==> src/rtl/cfvd_pkg.sv <==
`timescale 1ns / 1ps
`default_nettype none
// ----------------------------------------------------------------------------
// cfvd_pkg
// Shared types, register map and CRC helpers of the command frame validator.
// ----------------------------------------------------------------------------
package cfvd_pkg;

  localparam int unsigned IdW      = 29;
  localparam int unsigned LenW     = 4;
  localparam int unsigned AddrW    = 5;
  localparam int unsigned CrcBytes = 7;
  localparam int unsigned CrcMsgW  = 8 * CrcBytes;

  localparam logic [7:0]     CrcPoly         = 8'h07;
  localparam logic [LenW-1:0] FrameDlc       = 4'd8;
  localparam logic [7:0]     ProtocolVersion = 8'd1;
  localparam logic [7:0]     ExpAllOnes      = 8'hFF;

  localparam logic [7:0] EnableMaskReset = 8'h01;
  localparam logic [7:0] EstopMaskReset  = 8'h02;

  typedef enum logic [1:0] {
    KIND_UNKNOWN   = 2'd0,
    KIND_MOTION    = 2'd1,
    KIND_PARAMETER = 2'd2,
    KIND_SYSTEM    = 2'd3
  } frame_kind_t;

  typedef enum logic [2:0] {
    REG_MOTION_ID    = 3'd0,
    REG_PARAMETER_ID = 3'd1,
    REG_SYSTEM_ID    = 3'd2,
    REG_KEY_FIRST    = 3'd3,
    REG_KEY_SECOND   = 3'd4,
    REG_ENABLE_MASK  = 3'd5,
    REG_ESTOP_MASK   = 3'd6,
    REG_UNUSED       = 3'd7
  } reg_index_t;

  // Contribution of message bit pos (weight x^pos) to the CRC: x^(pos+8) mod P.
  function automatic logic [7:0] crc_column(input int unsigned pos);
    logic [7:0] r;
    r = 8'h01;
    for (int unsigned k = 0; k < pos + 8; k++) begin
      r = {r[6:0], 1'b0} ^ (r[7] ? CrcPoly : 8'h00);
    end
    return r;
  endfunction

  // CRC-8/ATM with zero init over a message whose first bit is msg[CrcMsgW-1].
  // The CRC is linear, so it is the XOR of the columns of the set bits.
  function automatic logic [7:0] crc8_msg(input logic [CrcMsgW-1:0] msg);
    logic [7:0] acc;
    acc = 8'h00;
    for (int unsigned p = 0; p < CrcMsgW; p++) begin
      acc = acc ^ (msg[p] ? crc_column(p) : 8'h00);
    end
    return acc;
  endfunction

endpackage
`default_nettype wire

==> src/rtl/command_frame_validator_decoder.sv <==
`timescale 1ns / 1ps
`default_nettype none
// ----------------------------------------------------------------------------
// command_frame_validator_decoder
// Classifies and checks one received CAN command frame and decodes its fields.
// ----------------------------------------------------------------------------
// Usage: a frame (identifier, length code, eight data bytes) enters on the
// in_ channel with valid/ready. Each item is registered, then classified by
// identifier (motion, parameter, system in that priority), checked for length
// 8, CRC-8/ATM over bytes 0 to 6 against byte 7 and its kind check, and the
// decoded result item is registered on the out_ channel.
// An accepted item passes the input stage, then the result stage, where
// out_valid rises. Throughput is one item per cycle while the receiver does
// not stall, set by the single input stage and single result stage; the CRC
// is a flat XOR network of the 56 message bits.
// Reset (rst_n low, synchronous) empties both stages and restores the
// register defaults. When the receiver stalls, the result stays held and the
// input stage still takes one more item; after that in_ready drops until the
// result is taken. in_ready follows out_ready in the same cycle.
// Configuration is an APB-style port with registers at byte address 4*index;
// it should be written only while no item is in flight. pready is tied high.
// ----------------------------------------------------------------------------
module command_frame_validator_decoder (
  input  wire logic                          clk,
  input  wire logic                          rst_n,
  // input channel
  input  wire logic                          in_valid,
  output logic                               in_ready,
  input  wire logic [cfvd_pkg::IdW-1:0]      in_frame_id,
  input  wire logic [cfvd_pkg::LenW-1:0]     in_frame_length,
  input  wire logic [7:0]                    in_data_byte_0,
  input  wire logic [7:0]                    in_data_byte_1,
  input  wire logic [7:0]                    in_data_byte_2,
  input  wire logic [7:0]                    in_data_byte_3,
  input  wire logic [7:0]                    in_data_byte_4,
  input  wire logic [7:0]                    in_data_byte_5,
  input  wire logic [7:0]                    in_data_byte_6,
  input  wire logic [7:0]                    in_data_byte_7,
  // result channel
  output logic                               out_valid,
  input  wire logic                          out_ready,
  output logic                               out_accepted,
  output logic [1:0]                         out_frame_kind,
  output logic signed [15:0]                 out_linear_mm_s,
  output logic signed [15:0]                 out_angular_mrad_s,
  output logic [1:0]                         out_command_flags,
  output logic [7:0]                         out_sequence_number,
  output logic [7:0]                         out_parameter_number,
  output logic [7:0]                         out_parameter_operation,
  output logic [31:0]                        out_value_bits,
  output logic [7:0]                         out_system_opcode,
  output logic [23:0]                        out_system_arguments,
  // configuration port
  input  wire logic                          psel,
  input  wire logic                          penable,
  input  wire logic                          pwrite,
  input  wire logic [cfvd_pkg::AddrW-1:0]    paddr,
  input  wire logic [31:0]                   pwdata,
  output logic [31:0]                        prdata,
  output logic                               pready
);

  localparam int unsigned IdW = cfvd_pkg::IdW;

  // Configuration registers.
  logic [IdW-1:0] motion_id_r, parameter_id_r, system_id_r;
  logic [7:0]     key_first_r, key_second_r, enable_mask_r, estop_mask_r;

  cfvd_pkg::reg_index_t reg_idx;
  logic                 cfg_wr;

  assign pready  = 1'b1;
  assign reg_idx = cfvd_pkg::reg_index_t'(paddr[cfvd_pkg::AddrW-1:2]);
  assign cfg_wr  = psel && penable && pwrite && pready;

  always_ff @(posedge clk) begin
    if (!rst_n) begin
      motion_id_r    <= '0;
      parameter_id_r <= '0;
      system_id_r    <= '0;
      key_first_r    <= '0;
      key_second_r   <= '0;
      enable_mask_r  <= cfvd_pkg::EnableMaskReset;
      estop_mask_r   <= cfvd_pkg::EstopMaskReset;
    end else if (cfg_wr) begin
      case (reg_idx)
        cfvd_pkg::REG_MOTION_ID:    motion_id_r    <= pwdata[IdW-1:0];
        cfvd_pkg::REG_PARAMETER_ID: parameter_id_r <= pwdata[IdW-1:0];
        cfvd_pkg::REG_SYSTEM_ID:    system_id_r    <= pwdata[IdW-1:0];
        cfvd_pkg::REG_KEY_FIRST:    key_first_r    <= pwdata[7:0];
        cfvd_pkg::REG_KEY_SECOND:   key_second_r   <= pwdata[7:0];
        cfvd_pkg::REG_ENABLE_MASK:  enable_mask_r  <= pwdata[7:0];
        cfvd_pkg::REG_ESTOP_MASK:   estop_mask_r   <= pwdata[7:0];
        default: ;
      endcase
    end
  end

  always_comb begin
    case (reg_idx)
      cfvd_pkg::REG_MOTION_ID:    prdata = {{(32-IdW){1'b0}}, motion_id_r};
      cfvd_pkg::REG_PARAMETER_ID: prdata = {{(32-IdW){1'b0}}, parameter_id_r};
      cfvd_pkg::REG_SYSTEM_ID:    prdata = {{(32-IdW){1'b0}}, system_id_r};
      cfvd_pkg::REG_KEY_FIRST:    prdata = {24'h0, key_first_r};
      cfvd_pkg::REG_KEY_SECOND:   prdata = {24'h0, key_second_r};
      cfvd_pkg::REG_ENABLE_MASK:  prdata = {24'h0, enable_mask_r};
      cfvd_pkg::REG_ESTOP_MASK:   prdata = {24'h0, estop_mask_r};
      default:                    prdata = 32'h0;
    endcase
  end

  // Pipeline control: the result stage advances when empty or being taken.
  logic s1_valid_r, out_valid_r;
  logic s2_en, s1_en;

  assign s2_en    = !out_valid_r || out_ready;
  assign s1_en    = !s1_valid_r || s2_en;
  assign in_ready = s1_en;

  always_ff @(posedge clk) begin
    if (!rst_n) begin
      s1_valid_r  <= 1'b0;
      out_valid_r <= 1'b0;
    end else begin
      if (s1_en) begin
        s1_valid_r <= in_valid;
      end
      if (s2_en) begin
        out_valid_r <= s1_valid_r;
      end
    end
  end

  // Input stage.
  logic [IdW-1:0]            id_r;
  logic [cfvd_pkg::LenW-1:0] len_r;
  logic [7:0]                d0_r, d1_r, d2_r, d3_r, d4_r, d5_r, d6_r, d7_r;

  always_ff @(posedge clk) begin
    if (s1_en && in_valid) begin
      id_r  <= in_frame_id;
      len_r <= in_frame_length;
      d0_r  <= in_data_byte_0;
      d1_r  <= in_data_byte_1;
      d2_r  <= in_data_byte_2;
      d3_r  <= in_data_byte_3;
      d4_r  <= in_data_byte_4;
      d5_r  <= in_data_byte_5;
      d6_r  <= in_data_byte_6;
      d7_r  <= in_data_byte_7;
    end
  end

  // Decode.
  logic                  base_ok;
  logic [31:0]           param_bits;
  cfvd_pkg::frame_kind_t kind_nxt;
  logic                  accepted_nxt;
  logic [15:0]           linear_nxt, angular_nxt;
  logic [1:0]            flags_nxt;
  logic [7:0]            seq_nxt, pnum_nxt, pop_nxt, sysop_nxt;
  logic [31:0]           value_nxt;
  logic [23:0]           sysargs_nxt;

  assign base_ok = (len_r == cfvd_pkg::FrameDlc) &&
                   (cfvd_pkg::crc8_msg({d0_r, d1_r, d2_r, d3_r, d4_r, d5_r, d6_r}) == d7_r);
  assign param_bits = {d5_r, d4_r, d3_r, d2_r};

  always_comb begin
    kind_nxt     = cfvd_pkg::KIND_UNKNOWN;
    accepted_nxt = 1'b0;
    linear_nxt   = '0;
    angular_nxt  = '0;
    flags_nxt    = '0;
    seq_nxt      = '0;
    pnum_nxt     = '0;
    pop_nxt      = '0;
    value_nxt    = '0;
    sysop_nxt    = '0;
    sysargs_nxt  = '0;
    if (id_r == motion_id_r) begin
      kind_nxt     = cfvd_pkg::KIND_MOTION;
      accepted_nxt = base_ok && (d5_r == cfvd_pkg::ProtocolVersion);
      linear_nxt   = {d1_r, d0_r};
      angular_nxt  = {d3_r, d2_r};
      flags_nxt    = {|(d4_r & estop_mask_r), |(d4_r & enable_mask_r)};
      seq_nxt      = d6_r;
    end else if (id_r == parameter_id_r) begin
      // A value whose exponent is all ones is an infinity or a NaN.
      kind_nxt     = cfvd_pkg::KIND_PARAMETER;
      accepted_nxt = base_ok && (param_bits[30:23] != cfvd_pkg::ExpAllOnes);
      seq_nxt      = d6_r;
      pnum_nxt     = d0_r;
      pop_nxt      = d1_r;
      value_nxt    = param_bits;
    end else if (id_r == system_id_r) begin
      kind_nxt     = cfvd_pkg::KIND_SYSTEM;
      accepted_nxt = base_ok && (d1_r == key_first_r) && (d2_r == key_second_r);
      seq_nxt      = d3_r;
      sysop_nxt    = d0_r;
      sysargs_nxt  = {d6_r, d5_r, d4_r};
    end
  end

  // Result stage.
  logic                  accepted_r;
  cfvd_pkg::frame_kind_t kind_r;
  logic [15:0]           linear_r, angular_r;
  logic [1:0]            flags_r;
  logic [7:0]            seq_r, pnum_r, pop_r, sysop_r;
  logic [31:0]           value_r;
  logic [23:0]           sysargs_r;

  always_ff @(posedge clk) begin
    if (s2_en && s1_valid_r) begin
      accepted_r <= accepted_nxt;
      kind_r     <= kind_nxt;
      linear_r   <= linear_nxt;
      angular_r  <= angular_nxt;
      flags_r    <= flags_nxt;
      seq_r      <= seq_nxt;
      pnum_r     <= pnum_nxt;
      pop_r      <= pop_nxt;
      value_r    <= value_nxt;
      sysop_r    <= sysop_nxt;
      sysargs_r  <= sysargs_nxt;
    end
  end

  assign out_valid               = out_valid_r;
  assign out_accepted            = accepted_r;
  assign out_frame_kind          = kind_r;
  assign out_linear_mm_s         = signed'(linear_r);
  assign out_angular_mrad_s      = signed'(angular_r);
  assign out_command_flags       = flags_r;
  assign out_sequence_number     = seq_r;
  assign out_parameter_number    = pnum_r;
  assign out_parameter_operation = pop_r;
  assign out_value_bits          = value_r;
  assign out_system_opcode       = sysop_r;
  assign out_system_arguments    = sysargs_r;

`ifndef SYNTH
  // An item in the input stage always reaches the result stage when it opens.
  a_stage_moves: assert property (@(posedge clk) disable iff (!rst_n)
    s1_valid_r && s2_en |=> out_valid_r)
    else $error("registered item did not reach the result stage");

  // A receiver that is ready never blocks the input side.
  a_ready_follows: assert property (@(posedge clk) disable iff (!rst_n)
    out_ready |-> in_ready)
    else $error("in_ready low while out_ready high");

  a_unknown_not_accepted: assert property (@(posedge clk) disable iff (!rst_n)
    out_valid_r && (kind_r == cfvd_pkg::KIND_UNKNOWN) |-> !accepted_r)
    else $error("unknown identifier reported as accepted");

  a_unknown_zero: assert property (@(posedge clk) disable iff (!rst_n)
    out_valid_r && (kind_r == cfvd_pkg::KIND_UNKNOWN) |->
      (linear_r == '0) && (angular_r == '0) && (flags_r == '0) && (seq_r == '0) &&
      (pnum_r == '0) && (pop_r == '0) && (value_r == '0) && (sysop_r == '0) &&
      (sysargs_r == '0))
    else $error("unknown identifier carries decoded fields");

  a_motion_fields_only: assert property (@(posedge clk) disable iff (!rst_n)
    out_valid_r && (kind_r == cfvd_pkg::KIND_MOTION) |->
      (value_r == '0) && (sysargs_r == '0) && (pnum_r == '0))
    else $error("motion item carries fields of another kind");
`endif

endmodule
`default_nettype wire

==> config.mk <==
export PLATFORM = sky130hd
export DESIGN_NAME = command_frame_validator_decoder
export DESIGN_NICKNAME = d
export VERILOG_FILES = /design/src/rtl/cfvd_pkg.sv /design/src/rtl/command_frame_validator_decoder.sv
export SDC_FILE = /design/constraint.sdc
export NUM_CORES = 1
export LEC_CHECK = 0
export BUFFER_PORTS_ARGS = -buffer_cell sky130_fd_sc_hd__clkbuf_2
export CAP_MARGIN = 10
export CELL_PAD_IN_SITES_DETAIL_PLACEMENT = 1
export CELL_PAD_IN_SITES_GLOBAL_PLACEMENT = 1
export CORE_MARGIN = 1
export CORE_UTILIZATION = 48
export CTS_CLUSTER_DIAMETER = 120
export DETAILED_ROUTE_END_ITERATION = 12
export GPL_TIMING_DRIVEN = 0
export PLACE_DENSITY = 0.85
export SYNTH_ARGS = -nofsm -noshare
export SYNTH_HDL_FRONTEND = slang
export SYNTH_SLANG_ARGS = --single-unit
==> constraint.sdc <==
create_clock -name clk -period 18.4 [get_ports clk]
set_clock_uncertainty 0.05 [all_clocks]
set_input_delay 1.84 -clock clk [delete_from_list [all_inputs] [get_ports clk]]
set_output_delay 1.84 -clock clk [all_outputs]
set_load 0.1 [all_outputs]
Yosys cells after proc, flatten, opt, wreduce, memory -nomap -nowiden. Index checks and enable logic that the tools add are counted. Widths: inputs -> output; s select.

Register bits: 343. Latch bits: 0. Memory bits (writable): 0. Bits in read-only memories: 0. Bits of input ports: 141. Output and inout bits: 160. Logic and storage cells: 194. Memories: 0.

Add/subtract/negate cells: 0. $mul: 0. Divide/modulo/power cells: 0. Order comparisons: 0. Eq/ne operators: 15. Shift operators: 0. Mux-type cells: 65. Bitwise operators: 59. Reduce and logical (&&, ||, !) cells: 25.

Operator list (number): $mux 8 (29); $pmux 29 s7 (1); $xor 8x8->8 (25); $xor 8x7->8 (15); $mux 7 (16); $eq 29x29->1 (3); $xor 8x6->8 (6); $mux 6 (7); $eq 8x8->1 (3); $xor 8x5->8 (3); $mux 5 (4); $and 8x8->8 (2); $reduce_or 8->1 (2); $reduce_and 2->1 (7); $eq 3x3->1 const B (3); $logic_and 1x1->1 (9); $eq 8x1->1 const B (1); $mux 4 (2); $ne 8x8->1 const B (1); $xor 7x8->8 (1); $xor 8x4->8 (1); $xor 6x7->7 (1); $eq 3x2->1 const B (2); $xor 5x6->6 (1); other kinds (13) (19).

Logic depth before layout (Yosys ltp).
Depth after elaboration: 63. Gate-level depth with buffers: 8. Gate-level depth less buffers: 7.

Worst setup path after synthesis. OpenSTA, ideal clock, no wires.

Path type: in2reg. From: input out_ready. To: register accepted_r, in the netlist out_accepted, enable pin. Library setup time: 625 ps. Arrival time: 7443 ps. Required time: 17725 ps. Path slack: 10282 ps. Stages on the path: 2. Buffers on the path: 0. Cells stage by stage: nor2b_1 nor2b_1.

Longest elaborated chain between the ends: 2.

Ends and longest elaborated chain: start, declared (line command_frame_validator_decoder.sv:41) `input wire logic out_ready,`; $logic_or 1x1->1 (line command_frame_validator_decoder.sv:116) `assign s2_en = !out_valid_r || out_ready;`; $logic_and 1x1->1 (line command_frame_validator_decoder.sv:215) `if (s2_en && s1_valid_r) begin`; end signal, assigned (line command_frame_validator_decoder.sv:216) `accepted_r <= accepted_nxt;`; end, declared (line command_frame_validator_decoder.sv:206) `logic accepted_r;`.

Every way passes these cells. A chain may end at the register's enable or synchronous reset.

Worst setup path after layout.
From: input paddr[3] (netlist name). To: output prdata[24].

Longest elaborated chain between the ends: 2.

Ends and longest elaborated chain: start, declared (line command_frame_validator_decoder.sv:57) `input wire logic [cfvd_pkg::AddrW-1:0] paddr,`; $eq 3x3->1 (tied with other cells) (line command_frame_validator_decoder.sv:100) `case (reg_idx)`; $pmux 29 s7 (*) (line command_frame_validator_decoder.sv:100); end, declared (line command_frame_validator_decoder.sv:59) `output logic [31:0] prdata,`.

Mark *: on every way between the ends. The rest lies on a longest branch, timed or not.

==> results <==
- The flow ran to the end, and the final reports show no timing, DRC or antenna violations.
- In this run, synthesis inferred about 220 flip-flops with an integrated enable.
- The Yosys warning count is 0.
- The post-route DRC violation count is 0.
- Setup repair after global routing left no endpoint under its margin.
- The initial antenna violation count is 4.
- The worst slew margin relative to its limit is around 34%.
- After clock tree synthesis, the flow added hold-fix buffers numbering 0.
- The power spent charging and discharging nets is between 500 and 600 µW.
- The final wirelength is 54.8 mm.
- The clock slew seen by the registers of the worst setup and hold paths is ~0.060 ns.
- Net switching is 29.0% of the power.
- The final worst setup slack is about 12 ns.
- The sum of overflow across all layers after global routing is 0.
- The number of synthesized register bits is 343.
- The clock reaches the later pin of the worst-skew pair after ~0.54 ns.
- Before CTS, the worst setup slack after placement is about 12 ns.
- Pin placement for this block handled ~300 I/O pins.
- The length of the first detailed-routing pass in iterations is 5.
- With fillers left out, the area of the finished cells amounts to about 19000 µm².
- After layout, the design draws a total of between 1500 and 2000 µW.
- The register-to-register setup slack is about 15 ns.
- Summing all placed instances gives a cell area of between 15000 and 20000 µm².
- In the final layout, the share of cells above drive strength 1 is between 20 and 25%.
- The most common cell after layout, fill and taps aside is clkbuf_2.
- The clock root buffer master is clkbuf_16.
- The total half-perimeter wirelength after legalization and detailed placement is just under 40 mm.
- The final standard cell utilization of the core is between 50% and 60%.
- The critical path in this run is classified as in -> out.
- The number of resized instances in the post-cts repair step is 0.
- Entering global routing, the biggest net connects between 50 and 60 pins.
- STA classifies the critical path endpoint as an output port.
- The unique cell type count in the Yosys netlist is 45.
- In this run the static leakage power is about 0.0071 µW.
- The effective utilization at floorplan is between 40% and 50%.
- Across all layers, the routed design uses roughly 12000 vias.
- The post-synthesis area per instance is around 12 µm².
- For the pin with the worst max-slew slack, the measured transition is approximately 1 ns.
- The net count of the finished layout is approximately 1800.
- The final cycle utilization of the critical path is a little over a third.
- The core area is around 32000 µm².
- The sequential share of the synthesized area is approximately three fifths.
- The hold path startpoint is motion_id_r[21]$_SDFFE_PN0P_.
- Internal power comes to between 1000 and 1500 µW.
- The detail route stage leaves a number of antenna-violating nets equal to 0.
- The die boundary height is roughly 180 µm.
- The floorplan has 65 rows.
- STA classifies the critical path startpoint as an input pin.
- The routed via count divided by cell count is ~5.6.
- The final count of hold timing violations came to 0.
- The global placer's final weighted congestion is 0.906.
- The maximum level of the CTS H-tree is 2.
- The number of setup buffers added after CTS is 0.
- The via count of the first global-routing pass came to ~13000.
- The arrival time reported for the critical path endpoint is 4.77 ns.
- The largest vdd supply drop is 60.4 µV.
- During placement, the flow inserted port buffers numbering between 200 and 300.
- The logic gate share of total power is 16.8%.
- The full die area is 33200 µm².
- The number of clock sinks is around 340.
- The most used flip-flop cell after synthesis is edfxtp_1.
- Power spread over the standard cell area amounts to about 100 nW/µm².
- Setup violations remaining at the end of the flow were counted as 0.
- Synthesis produced a netlist whose cell count is roughly 1300.
- The fraction of registers with async set/reset is 0%.
- The total standard cell area after synthesis is 15600 µm².
- The die width is 182 µm.
- The type of the tightest min-delay check is reg -> reg.
- After detailed routing, the average wire length per cell comes to approximately 26 µm.
- The count of final max-slew check failures came to 0.
- Across the run, the number of max-cap violations was 0.
- The first-pass GRT wire length is ~80 mm.
- In this run the worst setup path begins at paddr[3].
- The peak fanout along the critical path is 10.
- TritonCTS created 38 clock buffers.
- The number of DRC markers after the initial detailed-route iteration is between 1000 and 1500.
- The required time reported for the critical path endpoint is approximately 17 ns.
- After layout, the minimum clock period comes to 6.66 ns.
- In this run the critical register-to-register path is launched from id_r[7]$_DFFE_PP_.
- The total negative setup slack is 0 ns.
- The layout overhead on the synthesized area is 21.7%.
- The global routing usage summed across all routing layers is 32.9%.
- The longest clock path from root to sink contains 3 buffers.
- Sequential cells account for 44.2% of the total power.
- The top cell types in the final layout, fill and taps aside, are clkbuf_2, edfxtp_1, nand2_1.
- TritonCTS built the clock tree.
- The clock network fraction of total power is a little under 40%.
- The maximum clock frequency is ~0.15 GHz.
## sequential cells by signal, indices dropped and copies added, names as in the netlist, 16 cells and up
signal,flops
system_id_r,29
out_angular_mrad_s,16
id_r,29
out_system_arguments,24
out_linear_mm_s,16
out_value_bits,32
motion_id_r,29
parameter_id_r,29
## layer usage
| layer | global-route usage [%] | up-vias | part of all wire (%) |
|---|---|---|---|
| met1 | 38.8 | 5946 | 38 |
| li1 | - | 5193 | - |
| met2 | 57.6 | 601 | 50 |
| met3 | 6.41 | 172 | 6.8 |
| met4 | 15.8 | 0 | 4.8 |
| met5 | 0 | - | 0 |
## kinds of logic (layout without fill, tap and decap cells)
| group | count (synthesis) | in the layout | share of synthesized area [%] |
|---|---|---|---|
| AO/OA/AOI/OAI | 152 | 152 | 6.92 |
| XOR/XNOR | 216 | 216 | 13.7 |
| buffers and inverters | 71 | 434 | 1.81 |
| flip-flops | 343 | 343 | 58.3 |
| multiplexers | 71 | 71 | 4.94 |
| other | 2 | 8 | 0.0481 |
| AND/OR/NAND/NOR | 457 | 457 | 14.3 |
## Yosys cell counts (2+ instances only)
library cell,n,share of area (%)
edfxtp_1,222,43
nand2_1,193,4.6
xnor2_1,132,7.4
dfxtp_1,121,16
and2_1,111,4.5
a21boi_0,77,3.7
xor2_1,67,3.8
clkbuf_1,59,1.4
mux2i_1,59,3.8
nor2_1,58,1.4
nor2b_1,37,1.5
a21oi_1,26,0.83
nand4_1,19,0.76
xnor3_1,15,2.2
nor4_1,13,0.52
a21boi_1,10,0.48
a22o_1,10,0.56
a22oi_1,10,0.48
o21ai_0,9,0.29
mux2_2,8,0.58
nand3_1,7,0.22
buf_1,6,0.14
buf_4,4,0.19
mux4_2,4,0.58
nor3_1,4,0.13
or3_1,4,0.16
a221oi_1,2,0.11
a31oi_1,2,0.080
and2_2,2,0.096
conb_1,2,0.048
nand2b_1,2,0.080
nor4b_1,2,0.11
o221ai_1,2,0.11
xnor2_4,2,0.35
## power groups by stage
stage,Clock [µW],Combinational [µW],Sequential [µW]
after detailed placement,0,325,895
after global placement,0,313,898
final,778,334,880
after CTS,783,332,879
after global routing,807,346,882
after floorplan,0,150,988
## through the flow
step | cells | hold slack, ns
2_1_floorplan | 1314 | 0.409
3_3_place_gp | 2038 | 0.417
3_5_place_dp | 2043 | 0.426
4_1_cts | 2112 | 0.435
5_1_grt | 2116 | 0.458
6_report | 2116 | 0.437
## area by class of cell
type / count / area (µm²)
Clock inverter: 17 / 164
Sequential cell: 343 / 9090
Tap cell: 435 / 544
Buffer: 70 / 279
Multi-Input combinational cell: 900 / 6240
Fill cell: 3391 / 12800
Clock buffer: 52 / 1090
Timing Repair Buffer: 294 / 1560
Antenna cell: 4 / 10.0
Inverter: 1 / 3.75
## critical path: stages
cell	delay (ns)
clkbuf_2	0.11
clkbuf_1	0.43
buf_1	0.54
clkbuf_1	0.78
mux2i_1	0.18
nor2_1	0.21
a21oi_1	0.08
nor2_1	0.12
clkbuf_2	0.47
## final timing paths
kind	endpoint	cells after the start
max	prdata[24]	9
min reg2reg	motion_id_r[21]$_SDFFE_PN0P_	2
max reg2reg	out_system_arguments[13]$_SDFFCE_PP0P_	7
min	motion_id_r[21]$_SDFFE_PN0P_	2
No activity file was read; power rests on OpenSTA's default activity.
